`config.mk`:
```
export PLATFORM = sky130hd
export DESIGN_NAME = power_mode_state_machine_top
export DESIGN_NICKNAME = d
export VERILOG_FILES = /design/src/pmsm_pkg.sv /design/src/power_mode_state_machine_top.sv /design/src/pmsm_sequencer.sv /design/src/pmsm_datapath.sv
export VERILOG_INCLUDE_DIRS = /design/src /design/src/src
export SDC_FILE = /design/constraint.sdc
export NUM_CORES = 1
export LEC_CHECK = 0
export BUFFER_PORTS_ARGS = -buffer_cell sky130_fd_sc_hd__buf_2
export CELL_PAD_IN_SITES_DETAIL_PLACEMENT = 1
export CELL_PAD_IN_SITES_GLOBAL_PLACEMENT = 2
export CORE_MARGIN = 8
export CORE_UTILIZATION = 29
export CTS_BUF_LIST = sky130_fd_sc_hd__clkbuf_4 sky130_fd_sc_hd__clkbuf_8 sky130_fd_sc_hd__clkbuf_16
export DETAILED_ROUTE_END_ITERATION = 10
export PLACE_DENSITY = 0.92
export SETUP_SLACK_MARGIN = 0.5
export SLEW_MARGIN = 30
export SYNTH_ARGS = -nofsm -noshare
export SYNTH_HDL_FRONTEND = slang
export SYNTH_HIERARCHICAL = 1
export SYNTH_SLANG_ARGS = --single-unit
export TNS_END_PERCENT = 10
```
`constraint.sdc`:
```
create_clock -name clock -period 3.3 [get_ports clock]
set_clock_uncertainty 0.2 [all_clocks]
set_input_delay 0 -clock clock [delete_from_list [all_inputs] [get_ports clock]]
set_output_delay 0 -clock clock [all_outputs]
set_load 0.005 [all_outputs]
```
`src/power_mode_state_machine_top_defines.svh`:
```
// ----------------------------------------------------------------------------
// power mode state machine assertion macros
// shared property wrappers for the rtl checks
// ----------------------------------------------------------------------------
`ifndef POWER_MODE_STATE_MACHINE_TOP_DEFINES_SVH
`define POWER_MODE_STATE_MACHINE_TOP_DEFINES_SVH

// same-cycle implication, disabled while in reset
`define PMSM_ASSERT_IMPL(name, clk, rst, ante, cons) \
   name: assert property (@(posedge clk) disable iff (rst) (ante) |-> (cons)) \
      else $error("pmsm check failed: same-cycle implication");

// next-cycle implication, disabled while in reset
`define PMSM_ASSERT_NEXT(name, clk, rst, ante, cons) \
   name: assert property (@(posedge clk) disable iff (rst) (ante) |=> (cons)) \
      else $error("pmsm check failed: next-cycle implication");

`endif

```
`src/pmsm_pkg.sv`:
```
// ----------------------------------------------------------------------------
// pmsm_pkg
// types, constants, microcode table and transition rules of the power mode fsm
// ----------------------------------------------------------------------------
`default_nettype none

package pmsm_pkg;

   localparam int MAX_CHAIN = 8;
   localparam int CHAIN_W   = $clog2(MAX_CHAIN);
   localparam int REQ_W     = 8;
   localparam int RSP_W     = 24;
   localparam int LIMIT_W   = 8;
   localparam int CSR_AW    = 3;
   localparam int CSR_DW    = 32;

   localparam logic [LIMIT_W-1:0] SAVE_LIMIT_RST = 8'd130;
   localparam logic [LIMIT_W-1:0] FULL_LIMIT_RST = 8'd255;

   typedef enum logic [2:0] {
      MODE_ACTIVE = 3'd0,
      MODE_SAVE   = 3'd1,
      MODE_SHUT   = 3'd2,
      MODE_SUSP   = 3'd3,
      MODE_CHRG   = 3'd4,
      MODE_HIB    = 3'd5
   } mode_type;

   typedef enum logic [0:0] {
      STEP_WAIT = 1'b0,
      STEP_EVAL = 1'b1
   } step_type;

   // one control word per sequencer step
   typedef struct packed {
      logic     wait_in;
      logic     wait_out;
      logic     load_item;
      logic     run_step;
      logic     jump_on_end;
      step_type next_step;
      step_type jump_step;
   } ucode_type;

   typedef struct packed {
      logic load;
      logic eval;
   } ctrl_type;

   typedef struct packed {
      logic out_free;
      logic chain_end;
   } stat_type;

   typedef struct packed {
      logic     move;
      mode_type nxt;
      logic     clr_on;
      logic     clr_hib;
      logic     clr_susp;
      logic     ship;
   } eval_type;

   function automatic ucode_type ucode_rom(step_type s);
      ucode_type cw;
      case (s)
         STEP_WAIT: begin
            cw = '{wait_in: 1'b1, wait_out: 1'b0, load_item: 1'b1, run_step: 1'b0,
                   jump_on_end: 1'b0, next_step: STEP_EVAL, jump_step: STEP_WAIT};
         end
         STEP_EVAL: begin
            cw = '{wait_in: 1'b0, wait_out: 1'b1, load_item: 1'b0, run_step: 1'b1,
                   jump_on_end: 1'b1, next_step: STEP_EVAL, jump_step: STEP_WAIT};
         end
         default: begin
            cw = '{wait_in: 1'b0, wait_out: 1'b0, load_item: 1'b0, run_step: 1'b0,
                   jump_on_end: 1'b0, next_step: STEP_WAIT, jump_step: STEP_WAIT};
         end
      endcase
      return cw;
   endfunction

   // rules of one mode, in priority order
   function automatic eval_type eval_rules(mode_type m, logic p_on, logic p_hib,
                                           logic p_susp, logic tl, logic usb,
                                           logic wl, logic low, logic crit);
      eval_type r;
      r = '{move: 1'b0, nxt: m, clr_on: 1'b0, clr_hib: 1'b0, clr_susp: 1'b0,
            ship: 1'b0};
      case (m)
         MODE_ACTIVE: begin
            if (p_hib) begin
               r.move = 1'b1; r.nxt = MODE_HIB; r.clr_hib = 1'b1;
            end else if (p_susp) begin
               r.move = 1'b1; r.nxt = MODE_SUSP; r.clr_susp = 1'b1;
            end else if (!usb && low) begin
               r.move = 1'b1; r.nxt = MODE_SAVE;
            end
         end
         MODE_SAVE: begin
            if (p_hib) begin
               r.move = 1'b1; r.nxt = MODE_HIB; r.clr_hib = 1'b1;
            end else if (p_susp) begin
               r.move = 1'b1; r.nxt = MODE_SUSP; r.clr_susp = 1'b1;
            end else if (usb || !low) begin
               r.move = 1'b1; r.nxt = MODE_ACTIVE;
            end else if (crit) begin
               r.move = 1'b1; r.nxt = MODE_SHUT;
            end
         end
         MODE_SHUT: begin
            if (p_hib) begin
               r.move = 1'b1; r.nxt = MODE_HIB; r.clr_hib = 1'b1;
            end else if (usb || !crit) begin
               r.move = 1'b1; r.nxt = MODE_SAVE;
            end else if (tl) begin
               r.move = 1'b1; r.nxt = MODE_HIB;
            end
         end
         MODE_SUSP: begin
            r.move = 1'b1; r.nxt = MODE_SAVE;
         end
         MODE_CHRG: begin
            if (p_on) begin
               r.move = 1'b1; r.nxt = MODE_SAVE; r.clr_on = 1'b1;
            end else if (!usb && !wl) begin
               r.move = 1'b1; r.nxt = MODE_HIB;
            end else if (p_hib) begin
               r.clr_hib = 1'b1;
            end
         end
         MODE_HIB: begin
            if (p_on) begin
               r.move = 1'b1; r.nxt = MODE_SAVE; r.clr_on = 1'b1;
            end else if (usb || wl) begin
               r.move = 1'b1; r.nxt = MODE_CHRG;
            end else if (p_hib) begin
               r.clr_hib = 1'b1; r.ship = 1'b1;
            end
         end
         default: begin
            r.move = 1'b0;
         end
      endcase
      return r;
   endfunction

endpackage

`default_nettype wire

```
`src/power_mode_state_machine_top.sv`:
```
// a result is registered by the evaluate step that follows its input transfer
// an item gives n results (n from 1 to 8), one per cycle unless the output stalls
// the results come from the microcoded loop, which takes one transition per result
// the next input transfer is taken in the cycle after the last result is registered
// reset: synchronous, active high; mode active, no requests pending, limits 130 and 255
// ----------------------------------------------------------------------------
// power_mode_state_machine_top
// six-mode power controller: csr block, microcode sequencer and datapath
// ----------------------------------------------------------------------------
`default_nettype none

module power_mode_state_machine_top (
   input  wire logic                          clock,
   input  wire logic                          reset,
   // input item transfer
   input  wire logic                          req_tvalid,
   output logic                               req_tready,
   // req_tdata from bit 0: turn_on_req, hibernate_req, suspend_req, usb_present,
   // wireless_present, batt_low, batt_critical, timer_done
   input  wire logic [pmsm_pkg::REQ_W-1:0]    req_tdata,
   // result transfer
   output logic                               rsp_tvalid,
   input  wire logic                          rsp_tready,
   // rsp_tdata from bit 0: mode_now[2:0], changed, backlight_write,
   // backlight_cap[7:0], timer_start, timer_stop, do_suspend, ship_mode,
   // store_reboot, zero fill [23:18]
   output logic [pmsm_pkg::RSP_W-1:0]         rsp_tdata,
   output logic                               rsp_tlast,    // last result of the item
   // register port
   input  wire logic                          csr_psel,
   input  wire logic                          csr_penable,
   input  wire logic                          csr_pwrite,
   input  wire logic [pmsm_pkg::CSR_AW-1:0]   csr_paddr,
   input  wire logic [pmsm_pkg::CSR_DW-1:0]   csr_pwdata,
   output logic [pmsm_pkg::CSR_DW-1:0]        csr_prdata,
   output logic                               csr_pready
);

   // backlight limit registers: save at address 0, full at address 4
   logic [pmsm_pkg::LIMIT_W-1:0] save_limit_ff, save_limit_in;
   logic [pmsm_pkg::LIMIT_W-1:0] full_limit_ff, full_limit_in;
   logic                         csr_wr;

   pmsm_pkg::ctrl_type ctrl;
   pmsm_pkg::stat_type stat;

   assign csr_pready = 1'b1;

   always_comb begin
      // write completes on the access phase
      csr_wr        = csr_psel && csr_penable && csr_pwrite && csr_pready;
      save_limit_in = save_limit_ff;
      full_limit_in = full_limit_ff;
      if (csr_wr) begin
         // word select on address bit 2
         if (csr_paddr[2]) begin
            full_limit_in = csr_pwdata[pmsm_pkg::LIMIT_W-1:0];
         end else begin
            save_limit_in = csr_pwdata[pmsm_pkg::LIMIT_W-1:0];
         end
      end
      csr_prdata = '0;
      if (csr_paddr[2]) begin
         csr_prdata[pmsm_pkg::LIMIT_W-1:0] = full_limit_ff;
      end else begin
         csr_prdata[pmsm_pkg::LIMIT_W-1:0] = save_limit_ff;
      end
   end

   always_ff @(posedge clock) begin
      if (reset) begin
         save_limit_ff <= pmsm_pkg::SAVE_LIMIT_RST;
         full_limit_ff <= pmsm_pkg::FULL_LIMIT_RST;
      end else begin
         save_limit_ff <= save_limit_in;
         full_limit_ff <= full_limit_in;
      end
   end

   // step counter and control table: wait for a transfer, then evaluate
   // one transition per cycle while the result register is free, until the chain ends
   pmsm_sequencer u_seq (
      .clock      (clock),
      .reset      (reset),
      .req_tvalid (req_tvalid),
      .req_tready (req_tready),
      .stat       (stat),
      .ctrl       (ctrl)
   );

   // mode, pending requests, timer latch and the result register
   pmsm_datapath u_dp (
      .clock      (clock),
      .reset      (reset),
      .ctrl       (ctrl),
      .req_tdata  (req_tdata),
      .save_limit (save_limit_ff),
      .full_limit (full_limit_ff),
      .rsp_tready (rsp_tready),
      .stat       (stat),
      .rsp_tvalid (rsp_tvalid),
      .rsp_tdata  (rsp_tdata),
      .rsp_tlast  (rsp_tlast)
   );

endmodule

`default_nettype wire

```
`src/pmsm_sequencer.sv`:
```
// ----------------------------------------------------------------------------
// pmsm_sequencer
// step counter over the microcode table, drives load and evaluate strobes
// ----------------------------------------------------------------------------
`default_nettype none

`include "power_mode_state_machine_top_defines.svh"

module pmsm_sequencer (
   input  wire logic                clock,
   input  wire logic                reset,
   input  wire logic                req_tvalid,
   output logic                     req_tready,
   input  wire pmsm_pkg::stat_type  stat,
   output pmsm_pkg::ctrl_type       ctrl
);

   pmsm_pkg::step_type  step_ff;
   pmsm_pkg::step_type  step_in;
   pmsm_pkg::ucode_type cw;
   logic                go;

   always_comb begin
      cw = pmsm_pkg::ucode_rom(step_ff);
      go = (!cw.wait_in || req_tvalid) && (!cw.wait_out || stat.out_free);
      ctrl.load = go && cw.load_item;
      ctrl.eval = go && cw.run_step;
      req_tready = cw.wait_in;
      if (!go) begin
         step_in = step_ff;
      end else if (cw.jump_on_end && stat.chain_end) begin
         step_in = cw.jump_step;
      end else begin
         step_in = cw.next_step;
      end
   end

   always_ff @(posedge clock) begin
      if (reset) begin
         step_ff <= pmsm_pkg::STEP_WAIT;
      end else begin
         step_ff <= step_in;
      end
   end

   `PMSM_ASSERT_NEXT(a_load_starts_eval, clock, reset, ctrl.load, step_ff == pmsm_pkg::STEP_EVAL)
   `PMSM_ASSERT_NEXT(a_end_returns_wait, clock, reset, ctrl.eval && stat.chain_end, step_ff == pmsm_pkg::STEP_WAIT)

endmodule

`default_nettype wire

```
`src/pmsm_datapath.sv`:
```
// ----------------------------------------------------------------------------
// pmsm_datapath
// mode and pending registers, rule evaluation with one-step lookahead,
// result register
// ----------------------------------------------------------------------------
`default_nettype none

`include "power_mode_state_machine_top_defines.svh"

module pmsm_datapath (
   input  wire logic                          clock,
   input  wire logic                          reset,
   input  wire pmsm_pkg::ctrl_type            ctrl,
   input  wire logic [pmsm_pkg::REQ_W-1:0]    req_tdata,
   input  wire logic [pmsm_pkg::LIMIT_W-1:0]  save_limit,
   input  wire logic [pmsm_pkg::LIMIT_W-1:0]  full_limit,
   input  wire logic                          rsp_tready,
   output pmsm_pkg::stat_type                 stat,
   output logic                               rsp_tvalid,
   output logic [pmsm_pkg::RSP_W-1:0]         rsp_tdata,
   output logic                               rsp_tlast
);

   pmsm_pkg::mode_type                mode_ff, mode_in;
   logic                              pend_on_ff, pend_on_in;
   logic                              pend_hib_ff, pend_hib_in;
   logic                              pend_susp_ff, pend_susp_in;
   logic                              tlatch_ff, tlatch_in;
   logic [3:0]                        lvl_ff, lvl_in;     // usb, wireless, low, critical
   logic [pmsm_pkg::CHAIN_W-1:0]      cnt_ff, cnt_in;
   logic                              rsp_valid_ff, rsp_valid_in;
   logic [pmsm_pkg::RSP_W-1:0]        rsp_data_ff, rsp_data_in;
   logic                              rsp_last_ff, rsp_last_in;

   pmsm_pkg::eval_type                cur, look;
   logic                              on_a, hib_a, susp_a, tl_a;
   logic                              cap_end, hib_end, last, take_look;
   logic                              bl_write;
   logic [pmsm_pkg::LIMIT_W-1:0]      bl_cap;

   always_comb begin
      cur = pmsm_pkg::eval_rules(mode_ff, pend_on_ff, pend_hib_ff, pend_susp_ff, tlatch_ff,
                                 lvl_ff[0], lvl_ff[1], lvl_ff[2], lvl_ff[3]);
      on_a   = pend_on_ff & ~cur.clr_on;
      hib_a  = pend_hib_ff & ~cur.clr_hib;
      susp_a = pend_susp_ff & ~cur.clr_susp;
      // leaving shutting down drops the timer latch
      tl_a   = (cur.move && (mode_ff == pmsm_pkg::MODE_SHUT)) ? 1'b0 : tlatch_ff;
      // state the next step would see, to know whether this result is the last
      look = pmsm_pkg::eval_rules(cur.nxt, on_a, hib_a, susp_a, tl_a,
                                  lvl_ff[0], lvl_ff[1], lvl_ff[2], lvl_ff[3]);
      cap_end   = (cnt_ff == pmsm_pkg::CHAIN_W'(pmsm_pkg::MAX_CHAIN - 1));
      hib_end   = (cur.nxt == pmsm_pkg::MODE_HIB);
      last      = !cur.move || hib_end || cap_end || !look.move;
      take_look = cur.move && !hib_end && !cap_end && !look.move;

      bl_write = cur.move && ((cur.nxt == pmsm_pkg::MODE_ACTIVE) ||
                              (cur.nxt == pmsm_pkg::MODE_SAVE));
      if (!bl_write) begin
         bl_cap = '0;
      end else if (cur.nxt == pmsm_pkg::MODE_ACTIVE) begin
         bl_cap = full_limit;
      end else begin
         bl_cap = save_limit;
      end

      rsp_data_in        = '0;
      rsp_data_in[2:0]   = cur.nxt;
      rsp_data_in[3]     = cur.move;
      rsp_data_in[4]     = bl_write;
      rsp_data_in[12:5]  = bl_cap;
      rsp_data_in[13]    = cur.move && (cur.nxt == pmsm_pkg::MODE_SHUT);
      rsp_data_in[14]    = cur.move && (mode_ff == pmsm_pkg::MODE_SHUT);
      rsp_data_in[15]    = cur.move && (cur.nxt == pmsm_pkg::MODE_SUSP);
      rsp_data_in[16]    = !cur.move && cur.ship;
      rsp_data_in[17]    = cur.move && hib_end;
      rsp_last_in        = last;

      stat.out_free  = !rsp_valid_ff || rsp_tready;
      stat.chain_end = last;
   end

   // next state, driven by the sequencer strobes
   always_comb begin
      mode_in      = mode_ff;
      pend_on_in   = pend_on_ff;
      pend_hib_in  = pend_hib_ff;
      pend_susp_in = pend_susp_ff;
      tlatch_in    = tlatch_ff;
      lvl_in       = lvl_ff;
      cnt_in       = cnt_ff;
      if (ctrl.load) begin
         pend_on_in   = pend_on_ff | req_tdata[0];
         pend_hib_in  = pend_hib_ff | req_tdata[1];
         pend_susp_in = pend_susp_ff | req_tdata[2];
         lvl_in       = req_tdata[6:3];
         tlatch_in    = tlatch_ff | req_tdata[7];
         cnt_in       = '0;
      end else if (ctrl.eval) begin
         mode_in      = cur.nxt;
         pend_on_in   = on_a & ~(take_look & look.clr_on);
         pend_hib_in  = hib_a & ~(take_look & look.clr_hib);
         pend_susp_in = susp_a & ~(take_look & look.clr_susp);
         tlatch_in    = tl_a;
         cnt_in       = cnt_ff + pmsm_pkg::CHAIN_W'(cur.move);
      end

      if (ctrl.eval) begin
         rsp_valid_in = 1'b1;
      end else if (rsp_tready) begin
         rsp_valid_in = 1'b0;
      end else begin
         rsp_valid_in = rsp_valid_ff;
      end
   end

   always_ff @(posedge clock) begin
      if (reset) begin
         mode_ff      <= pmsm_pkg::MODE_ACTIVE;
         pend_on_ff   <= 1'b0;
         pend_hib_ff  <= 1'b0;
         pend_susp_ff <= 1'b0;
         tlatch_ff    <= 1'b0;
         cnt_ff       <= '0;
         rsp_valid_ff <= 1'b0;
      end else begin
         mode_ff      <= mode_in;
         pend_on_ff   <= pend_on_in;
         pend_hib_ff  <= pend_hib_in;
         pend_susp_ff <= pend_susp_in;
         tlatch_ff    <= tlatch_in;
         cnt_ff       <= cnt_in;
         rsp_valid_ff <= rsp_valid_in;
      end
   end

   always_ff @(posedge clock) begin
      lvl_ff <= lvl_in;
      if (ctrl.eval) begin
         rsp_data_ff <= rsp_data_in;
         rsp_last_ff <= rsp_last_in;
      end
   end

   assign rsp_tvalid = rsp_valid_ff;
   assign rsp_tdata  = rsp_data_ff;
   assign rsp_tlast  = rsp_last_ff;

   `PMSM_ASSERT_NEXT(a_shut_exit_clears_timer, clock, reset, ctrl.eval && cur.move && (mode_ff == pmsm_pkg::MODE_SHUT), !tlatch_ff)
   `PMSM_ASSERT_NEXT(a_hib_entry_is_last, clock, reset, ctrl.eval && cur.move && hib_end, rsp_last_ff && rsp_valid_ff)

endmodule

`default_nettype wire
```
==> flow_summary.json, run 1 <==
{
  "status": "finished, final reports clean",
  "synth_cell_type_count": 61,
  "drt_iter0_markers": 90,
  "dp_slack_ns": 0.584,
  "start_util": 0.297,
  "worst_setup_path_start_kind": "flip-flop",
  "drc": 0,
  "synth_seq_area_share": 0.434,
  "firstDrtPassIters": 4,
  "min_path_type": "input port to flip-flop",
  "crit_path_max_fanout": 7,
  "worst_ep_arrival_time_ns": 2.45,
  "die_h_um": 116,
  "whs_path_depth": 2,
  "wl_mm": 7.26,
  "finalSetupTns_ns": 0,
  "period_minus_slack_ns": 2.61,
  "clkTransAtPathRegs_ns": 0.10,
  "insertion_delay_ns": 0.32,
  "fillers": 1154,
  "numPortBuffers": 52,
  "setup_viol": 0,
  "critPathKind": "flip-flop to flip-flop",
  "holdPathEnd": "u_dp/mode_ff[0]$_SDFFE_PP0P_",
  "mostFrequentLayoutCells": "52 x buf_2, 31 x conb_1, 27 x nor2_1, 27 x dfxtp_1, 26 x nand2_1",
  "areaGrowthSynthToFinish_pct": 15.9,
  "p_per_area_nw_per_um2": 470,
  "worstMarginPinSlew_ns": 0.749,
  "multiInputGateArea_um2": 1340,
  "n_antenna_cell": 0,
  "core_um2": 9730,
  "p_leak_uw": 0.00133,
  "syn-cell-area_um2": 2890,
  "hold_ws_ns": 0.0295,
  "die_area_um2": 13400,
  "hpwl_mm": 5.23,
  "synth_cells": 288,
  "rows": 36,
  "synth_edf_count": 23,
  "routedWlPerCell_um": 15.1,
  "ys_seq_elements": 51,
  "vdd_drop_max_mv": 0.173,
  "antenna_found_initial": 0,
  "fin_ws_ns": 0.687,
  "r2r_cells": 6,
  "gr-total-overflow": 0,
  "grt_util_met1": 0.122,
  "grt_pass1_vias": 2342,
  "final_common_cell": "buf_2",
  "grt_max_degree": 44,
  "io_pins": 110,
  "yosys_warnings": 6,
  "period_share": 0.792,
  "finalHoldViolCount": 0,
  "avgSynthCellArea_um2": 10.0,
  "place.gp.congestion": 0.855,
  "grt_pass1_wl_mm": 11.6,
  "die_x_um": 116,
  "r2r_setup_slack_ns": 0.69,
  "cts_tree": "built",
  "root_buffer": "clkbuf_8",
  "track_usage": 0.110,
  "rsz0062_at_grt": "yes",
  "clkSinkCount": 51,
  "ctsHtreeMaxLevel": 2,
  "met3_usage": 0.0297,
  "ys.flop_type": "dfxtp_1",
  "regArea_um2": 1250,
  "antenna_left": 0,
  "synthArstFlopShare": 0,
  "crit_required_ns": 3.13,
  "total_power_uw": 1570,
  "slew_violations": 0,
  "grt_busiest_layer": "met2",
  "maxCapViolations": 0,
  "via_per_inst": 4.48,
  "slew_headroom": 0.501,
  "drive_above_1_share": 0.282,
  "r2r_start": "u_dp/lvl_ff[0]$_DFFE_PP_",
  "endpoint_kind": "flip-flop",
  "clockBufferDepth": 2,
  "nNetsFinal": 399,
  "met2_usage": 0.196,
  "timing.rr.end": "u_dp/rsp_tlast$_DFFE_PP_",
  "post-cts-setup-buffers": 0,
  "hp-start": "reset",
  "fmax_mhz": 383,
  "cts_buffers": 5,
  "via_count": 2154
}
## per-layer routing
layer | part of all wire | vias up
met5 | 0 | -
met4 | 0.015 | 0
met3 | 0.052 | 7
met2 | 0.50 | 57
met1 | 0.43 | 1039
li1 | - | 1051
## where the power goes
part / internal [uW] / switching [uW] / total, uW
clock network: 171 / 218 / 389
registers: 729 / 40.8 / 770
logic: 173 / 240 / 412
total: 1070 / 498 / 1570
## how the worst max path moves through the flow
stage,from,to,slack [ns]
2_1_floorplan,u_dp/lvl_ff[0]$_DFFE_PP_,u_seq/step_ff$_SDFFE_PP0P_,0.81
3_3_place_gp,u_dp/mode_ff[0]$_SDFFE_PP0P_,u_dp/cnt_ff[1]$_SDFFE_PP0P_,0.67
3_5_place_dp,u_dp/mode_ff[0]$_SDFFE_PP0P_,u_dp/cnt_ff[1]$_SDFFE_PP0P_,0.58
4_1_cts,u_dp/mode_ff[0]$_SDFFE_PP0P_,u_dp/cnt_ff[1]$_SDFFE_PP0P_,0.54
5_1_grt,u_dp/mode_ff[0]$_SDFFE_PP0P_,u_seq/step_ff$_SDFFE_PP0P_,0.48
6_report,u_dp/lvl_ff[0]$_DFFE_PP_,u_dp/rsp_tlast$_DFFE_PP_,0.69
## kinds of logic after synthesis
| group | synth area share |
|---|---|
| AND/OR/NAND/NOR | 0.185 |
| adder cells (fa/ha/maj) | 0.00867 |
| XOR/XNOR | 0.00304 |
| AO/OA/AOI/OAI | 0.129 |
| other | 0.00390 |
| multiplexers | 0.0971 |
| buffers and inverters | 0.140 |
| flip-flops | 0.434 |
## worst max-delay path, cell delays in order, from the launching register on
cell and delay (ns):
edfxtp_1 0.49, or3b_4 0.45, a22o_1 0.29, a22o_1 0.30, clkinv_4 0.06, a32oi_1 0.06
or3_1 0.48
## cells in the mapped netlist (all sizes together), types with 5 or more instances
| master | number | area [um^2] |
|---|---|---|
| buf | 41 | 335 |
| dfxtp | 28 | 561 |
| nor2 | 27 | 101 |
| nand2 | 26 | 97.6 |
| edfxtp | 23 | 691 |
| a21oi | 20 | 130 |
| mux2i | 19 | 190 |
| nand2b | 17 | 106 |
| mux2 | 8 | 90.1 |
| clkbuf | 7 | 36.3 |
| o21ai | 7 | 35.0 |
| inv | 6 | 22.5 |
| nor2b | 5 | 31.3 |
| nor3 | 5 | 30.0 |
## state kept, by name (all words and copies together) (netlist names)
signal	cells
u_dp/rsp_tdata	18
full_limit_ff	8
save_limit_ff	8
u_dp/lvl_ff	4
u_dp/cnt_ff	3
u_dp/mode_ff	3
u_dp/pend_hib_ff	1
u_dp/pend_on_ff	1
u_dp/pend_susp_ff	1
u_dp/rsp_tlast	1
u_dp/rsp_tvalid	1
u_dp/tlatch_ff	1
u_seq/step_ff	1
## timing repair
item	4_1_cts	5_1_grt
setup endpoints to repair	0	4
resized for setup	0	2
hold buffers	17	0
hold endpoints to repair	27	0
## metrics by stage
stage / instances / utilization / cell area [um^2]
floorplan: 316 / - / 2990
global placement: 456 / 0.315 / 3070
detailed placement: 456 / 0.315 / 3070
CTS: 481 / 0.343 / 3340
global route: 481 / 0.344 / 3340
finish: 481 / 0.344 / 3340
## area by class of cell
cell class              count  share of cell area
clock buffers               6              0.0247
clock inverters             2             0.00486
inverters                   7             0.00935
multi-input cells         210               0.401
flip-flops and latches     51               0.374
well taps                 133              0.0498
repair buffers             72               0.135
Note: power is estimated with default switching activity, not from simulation.
==> run 2: changes to the inputs <==
==> constraint.sdc (replaced) <==
create_clock -name clock -period 2.6 [get_ports clock]
set_clock_uncertainty 0.2 [all_clocks]
set_input_delay 0 -clock clock [delete_from_list [all_inputs] [get_ports clock]]
set_output_delay 0 -clock clock [all_outputs]
set_load 0.005 [all_outputs]
==> run 2 against run 1 <==
Critical path depth increased by 2; routed wire length rose by 0.92%; combinational power rose by 47%; global-route usage rose by 0.24 points; design area rose by 5.1%; non-clock buffer count rose by 10; sequential share of layout area shrank 1.8 points; clock power up 74%; sequential power rose by 25%; core utilization rose by 1.7 points; register-to-register slack got worse by 0.57 ns; setup slack lost 0.57 ns; critical path type unchanged.
==> flow_summary.json, run 2 (synthesis gave the netlist of run 1 again) <==
{
  "worst_setup_path_start_kind": "flip-flop",
  "critPathKind": "flip-flop to flip-flop",
  "insertion_delay_ns": 0.31,
  "areaGrowthSynthToFinish_pct": 21.8,
  "track_usage": 0.113,
  "p_per_area_nw_per_um2": 638,
  "drt_iter0_markers": 122,
  "cts_tree": "built",
  "via_count": 2197,
  "dp_slack_ns": 0.0431,
  "r2r_cells": 8,
  "grt_pass1_vias": 2470,
  "clkSinkCount": 51,
  "die_h_um": 116,
  "final_core_util": 0.361,
  "period_minus_slack_ns": 2.49,
  "antenna_found_initial": 0,
  "die_area_um2": 13400,
  "maxCapViolations": 0,
  "largest_reg_flops": 18,
  "met1_length_mm": 3.07,
  "holdPathEnd": "u_dp/mode_ff[0]$_SDFFE_PP0P_",
  "place.gp.congestion": 0.911,
  "vdd_drop_max_mv": 0.206,
  "fmax_mhz": 402,
  "finalSetupTns_ns": 0,
  "wl_met2_mm": 3.83,
  "timing.rr.end": "u_seq/step_ff$_SDFFE_PP0P_",
  "die_x_um": 116,
  "setup_viol": 0,
  "drc": 0,
  "r2r_start": "u_dp/lvl_ff[0]$_DFFE_PP_",
  "wl_met3_um": 364,
  "nNetsFinal": 409,
  "ctsHtreeMaxLevel": 2,
  "slew_headroom": 0.529,
  "endpoint_kind": "flip-flop",
  "via_per_inst": 4.47,
  "period_share": 0.956,
  "mostFrequentLayoutCells": "52 x buf_2, 31 x conb_1, 27 x nor2_1, 27 x dfxtp_1, 26 x nand2_1",
  "r2r_setup_slack_ns": 0.11,
  "root_buffer": "clkbuf_8",
  "final_common_cell": "buf_2",
  "wl_mm": 7.33,
  "drive_above_1_share": 0.318,
  "numPortBuffers": 52,
  "gr-total-overflow": 0,
  "start_util": 0.297,
  "clkTransAtPathRegs_ns": 0.10,
  "crit_required_ns": 2.63,
  "clockBufferDepth": 2,
  "rsz0062_at_grt": "yes",
  "hpwl_mm": 5.31,
  "min_path_type": "input port to flip-flop",
  "io_pins": 110,
  "cts_buffers": 5,
  "slew_violations": 0,
  "fin_ws_ns": 0.113,
  "n_antenna_cell": 0,
  "grt_pass1_wl_mm": 12.0,
  "whs_path_depth": 2,
  "worstMarginPinSlew_ns": 0.707,
  "routedWlPerCell_um": 14.9,
  "crit_path_max_fanout": 4,
  "critPathLaunch": "u_dp/lvl_ff[0]$_DFFE_PP_",
  "status": "finished, final reports clean",
  "hp-start": "reset",
  "firstDrtPassIters": 4,
  "finalHoldViolCount": 0,
  "worst_ep_arrival_time_ns": 2.52,
  "core_um2": 9730,
  "p_leak_uw": 0.00141,
  "fillers": 1141,
  "highest_layer": "met4",
  "grt_max_degree": 44,
  "antenna_left": 0,
  "rows": 36
}
==> run 2: cell type report <==
cell class | count | area, um^2 | area share
inverters | 7 | 31.3 | 0.00890
clock inverters | 3 | 71.3 | 0.0203
multi-input cells | 210 | 1400 | 0.397
flip-flops and latches | 51 | 1250 | 0.356
well taps | 133 | 166 | 0.0473
repair buffers | 82 | 528 | 0.150
clock buffers | 5 | 68.8 | 0.0196
==> run 2: how the worst max path moves through the flow <==
stage                     slack, ns  depth (start not counted)                          endpoint
after global routing           0.03                         10       u_dp/cnt_ff[2]$_SDFFE_PP0P_
after CTS                      0.12                          8        u_seq/step_ff$_SDFFE_PP0P_
final                          0.11                          8        u_seq/step_ff$_SDFFE_PP0P_
after floorplan                0.19                          9        u_seq/step_ff$_SDFFE_PP0P_
after detailed placement       0.04                          9       u_dp/cnt_ff[2]$_SDFFE_PP0P_
after global placement         0.12                          6  u_dp/rsp_tdata[10]$_SDFFCE_PN0P_
==> run 2: repair_timing <==
item                                    CTS  global route
setup buffers                             3             1
hold endpoints to repair                 25             0
resized for setup                         6             4
endpoints found under the setup margin   18            19
hold buffers                             17             0
gates cloned                              0             0
pin swaps                                 2             2
==> run 2: through the flow <==
stage               hold WS (ns)  cell area, um^2  std cells  power (uW)
detailed placement       -0.0189             3110        462        1510
global placement         -0.0202             3110        462        1490
floorplan                 -0.135             2990        316        1390
global route              0.0391             3510        491        2360
CTS                       0.0352             3500        490        2250
finish                    0.0274             3510        491        2240
==> run 2: critical path, cell delays in order (launching register included) <==
cell	delay [ns]
edfxtp_1	0.42
buf_4	0.16
or3b_4	0.39
a22o_4	0.29
a22o_4	0.26
clkinv_4	0.05
a32oi_1	0.07
or3_4	0.38
a211oi_2	0.19
==> run 2: layer usage <==
layer  GRT usage  vias up
met5           0        -
met4      0.0398        0
met3      0.0266        8
met2       0.206       67
met1       0.124     1048
li1            -     1074
==> run 2: power breakdown <==
group	switching, uW	internal, uW
combinational	339	266
sequential	35.7	925
clock	286	391
total	661	1580
==> run 3: changes to the inputs <==
--- a/config.mk
+++ b/config.mk
@@ -14,6 +14,7 @@
 export CTS_BUF_LIST = sky130_fd_sc_hd__clkbuf_4 sky130_fd_sc_hd__clkbuf_8 sky130_fd_sc_hd__clkbuf_16
 export DETAILED_ROUTE_END_ITERATION = 10
 export PLACE_DENSITY = 0.92
+export RECOVER_POWER = 50
 export SETUP_SLACK_MARGIN = 0.5
 export SLEW_MARGIN = 30
 export SYNTH_ARGS = -nofsm -noshare
==> run 3 against run 2 <==
Core utilization is 0.33 points lower; largest cell class unchanged; combinational power is 2% lower; sequential cell count stayed put.
==> flow_summary.json, run 3 (synthesis gave the netlist of run 1 again) <==
{
  "crit_required_ns": 2.64,
  "worst_setup_path_start_kind": "flip-flop",
  "stdcell_count": 491,
  "wl_mm": 7.39,
  "clkSinkCount": 51,
  "final_common_cell": "conb_1",
  "hpwl_mm": 5.31,
  "die_x_um": 116,
  "period_share": 0.957,
  "via_per_inst": 4.46,
  "cts_tree": "built",
  "largest_reg_flops": 18,
  "period_minus_slack_ns": 2.49,
  "cpMostUsedCell": "a22o_4",
  "fin_ws_ns": 0.111,
  "grt_pass1_wl_mm": 12.0,
  "ctsHtreeMaxLevel": 2,
  "insertion_delay_ns": 0.31,
  "finalHoldViolCount": 0,
  "n_antenna_cell": 0,
  "clockBufferDepth": 2,
  "hp-start": "reset",
  "dpl_cell_area_um2": 3110,
  "crit_path_max_fanout": 4,
  "die_area_um2": 13400,
  "placed_cells": 462,
  "via_count": 2192,
  "vdd_drop_max_mv": 0.205,
  "worst_ep_arrival_time_ns": 2.52,
  "drt_iter0_markers": 92,
  "rows": 36,
  "mostFrequentLayoutCells": "31 x conb_1, 28 x buf_2, 27 x nor2_1, 27 x dfxtp_1, 26 x nand2_1",
  "routedWlPerCell_um": 15.0,
  "hold_ws_ns": 0.0233,
  "slew_headroom": 0.530,
  "r2r_start": "u_dp/lvl_ff[0]$_DFFE_PP_",
  "critPathLaunch": "u_dp/lvl_ff[0]$_DFFE_PP_",
  "fmax_mhz": 402,
  "antenna_left": 0,
  "root_buffer": "clkbuf_8",
  "endpoint_kind": "flip-flop",
  "maxCapViolations": 0,
  "slowest_stage": "edfxtp_1",
  "areaGrowthSynthToFinish_pct": 20.7,
  "cts_buffers": 5,
  "final_area_um2": 3480,
  "antenna_found_initial": 0,
  "slew_violations": 0,
  "numPortBuffers": 52,
  "die_h_um": 116,
  "drc": 0,
  "clkTransAtPathRegs_ns": 0.10,
  "critical_path.cell_chain": "buf_4 > or3b_4 > a22o_4 > a22o_4 > clkinv_4 > a32oi_1 > or3_4 > a211oi_2",
  "worstMarginPinSlew_ns": 0.705,
  "p_leak_uw": 0.00135,
  "start_util": 0.297,
  "p_per_area_nw_per_um2": 643,
  "setup_viol": 0,
  "drive_above_1_share": 0.246,
  "critPathKind": "flip-flop to flip-flop",
  "grt_max_degree": 44,
  "nNetsFinal": 409,
  "min_path_type": "input port to flip-flop",
  "rsz0062_at_grt": "yes",
  "crit_family": "compound AO/OA/AOI/OAI gates",
  "core_um2": 9730,
  "gr-total-overflow": 0,
  "track_usage": 0.113,
  "grt_pass1_vias": 2470,
  "place.gp.congestion": 0.911,
  "dp_slack_ns": 0.0431,
  "firstDrtPassIters": 4,
  "finalSetupTns_ns": 0,
  "crit_buf_inv": 2,
  "max_stage_delay_ns": 0.42,
  "io_pins": 110,
  "status": "finished, final reports clean"
}
## run 3: cell count changes in the layout (fill, tap and decap cells not counted)
cell      change
and2b_2       -1
and4_2        -1
buf_1         +1
buf_2        -24
and4_1        +1
clkbuf_1     +23
and2b_1       +1
## run 3: final cells by class
| cell class | count | area [um^2] |
|---|---|---|
| Timing Repair Buffer | 82 | 498 |
| Tap cell | 133 | 166 |
| Inverter | 7 | 31.3 |
| Multi-Input combinational cell | 210 | 1390 |
| Clock inverter | 3 | 71.3 |
| Sequential cell | 51 | 1250 |
| Clock buffer | 5 | 68.8 |
| Fill cell | 1157 | 6250 |
## run 3: final timing paths
check	to	slack, ns	cells past startpoint
setup / recovery	u_seq/step_ff$_SDFFE_PP0P_	0.11	8
hold / removal	u_dp/mode_ff[0]$_SDFFE_PP0P_	0.02	2
setup reg to reg	u_seq/step_ff$_SDFFE_PP0P_	0.11	8
hold reg to reg	save_limit_ff[3]$_SDFFE_PP0P_	0.30	2
## run 3: routing by layer
metal,wire length (um),part of all wire,GRT usage,vias to the layer above
li1,-,-,-,1074
met1,3100,0.42,0.124,1048
met2,3850,0.52,0.206,62
met3,373,0.051,0.0266,8
met4,66,0.0089,0.0398,0
met5,0,0,0,-
## run 3: power breakdown
part | switching [uW] | leakage (uW) | internal, uW | total (uW)
sequential | 36.8 | 0.000448 | 925 | 962
clock | 289 | 0.0000703 | 391 | 680
combinational | 340 | 0.000827 | 256 | 595
total | 665 | 0.00135 | 1570 | 2240
## run 3: what timing repair did
| item | CTS | global route |
|---|---|---|
| endpoints found under the hold margin | 25 | 0 |
| resized for setup | 6 | 4 |
| hold buffers | 17 | 0 |
| setup buffers | 3 | 1 |
| setup endpoints to repair | 18 | 19 |
| pin swaps | 2 | 2 |
## run 3: metrics by stage
step | utilization | total power (uW)
2_1_floorplan | - | 1390
3_3_place_gp | 0.320 | 1490
3_5_place_dp | 0.320 | 1510
4_1_cts | 0.359 | 2250
5_1_grt | 0.358 | 2350
6_report | 0.358 | 2240
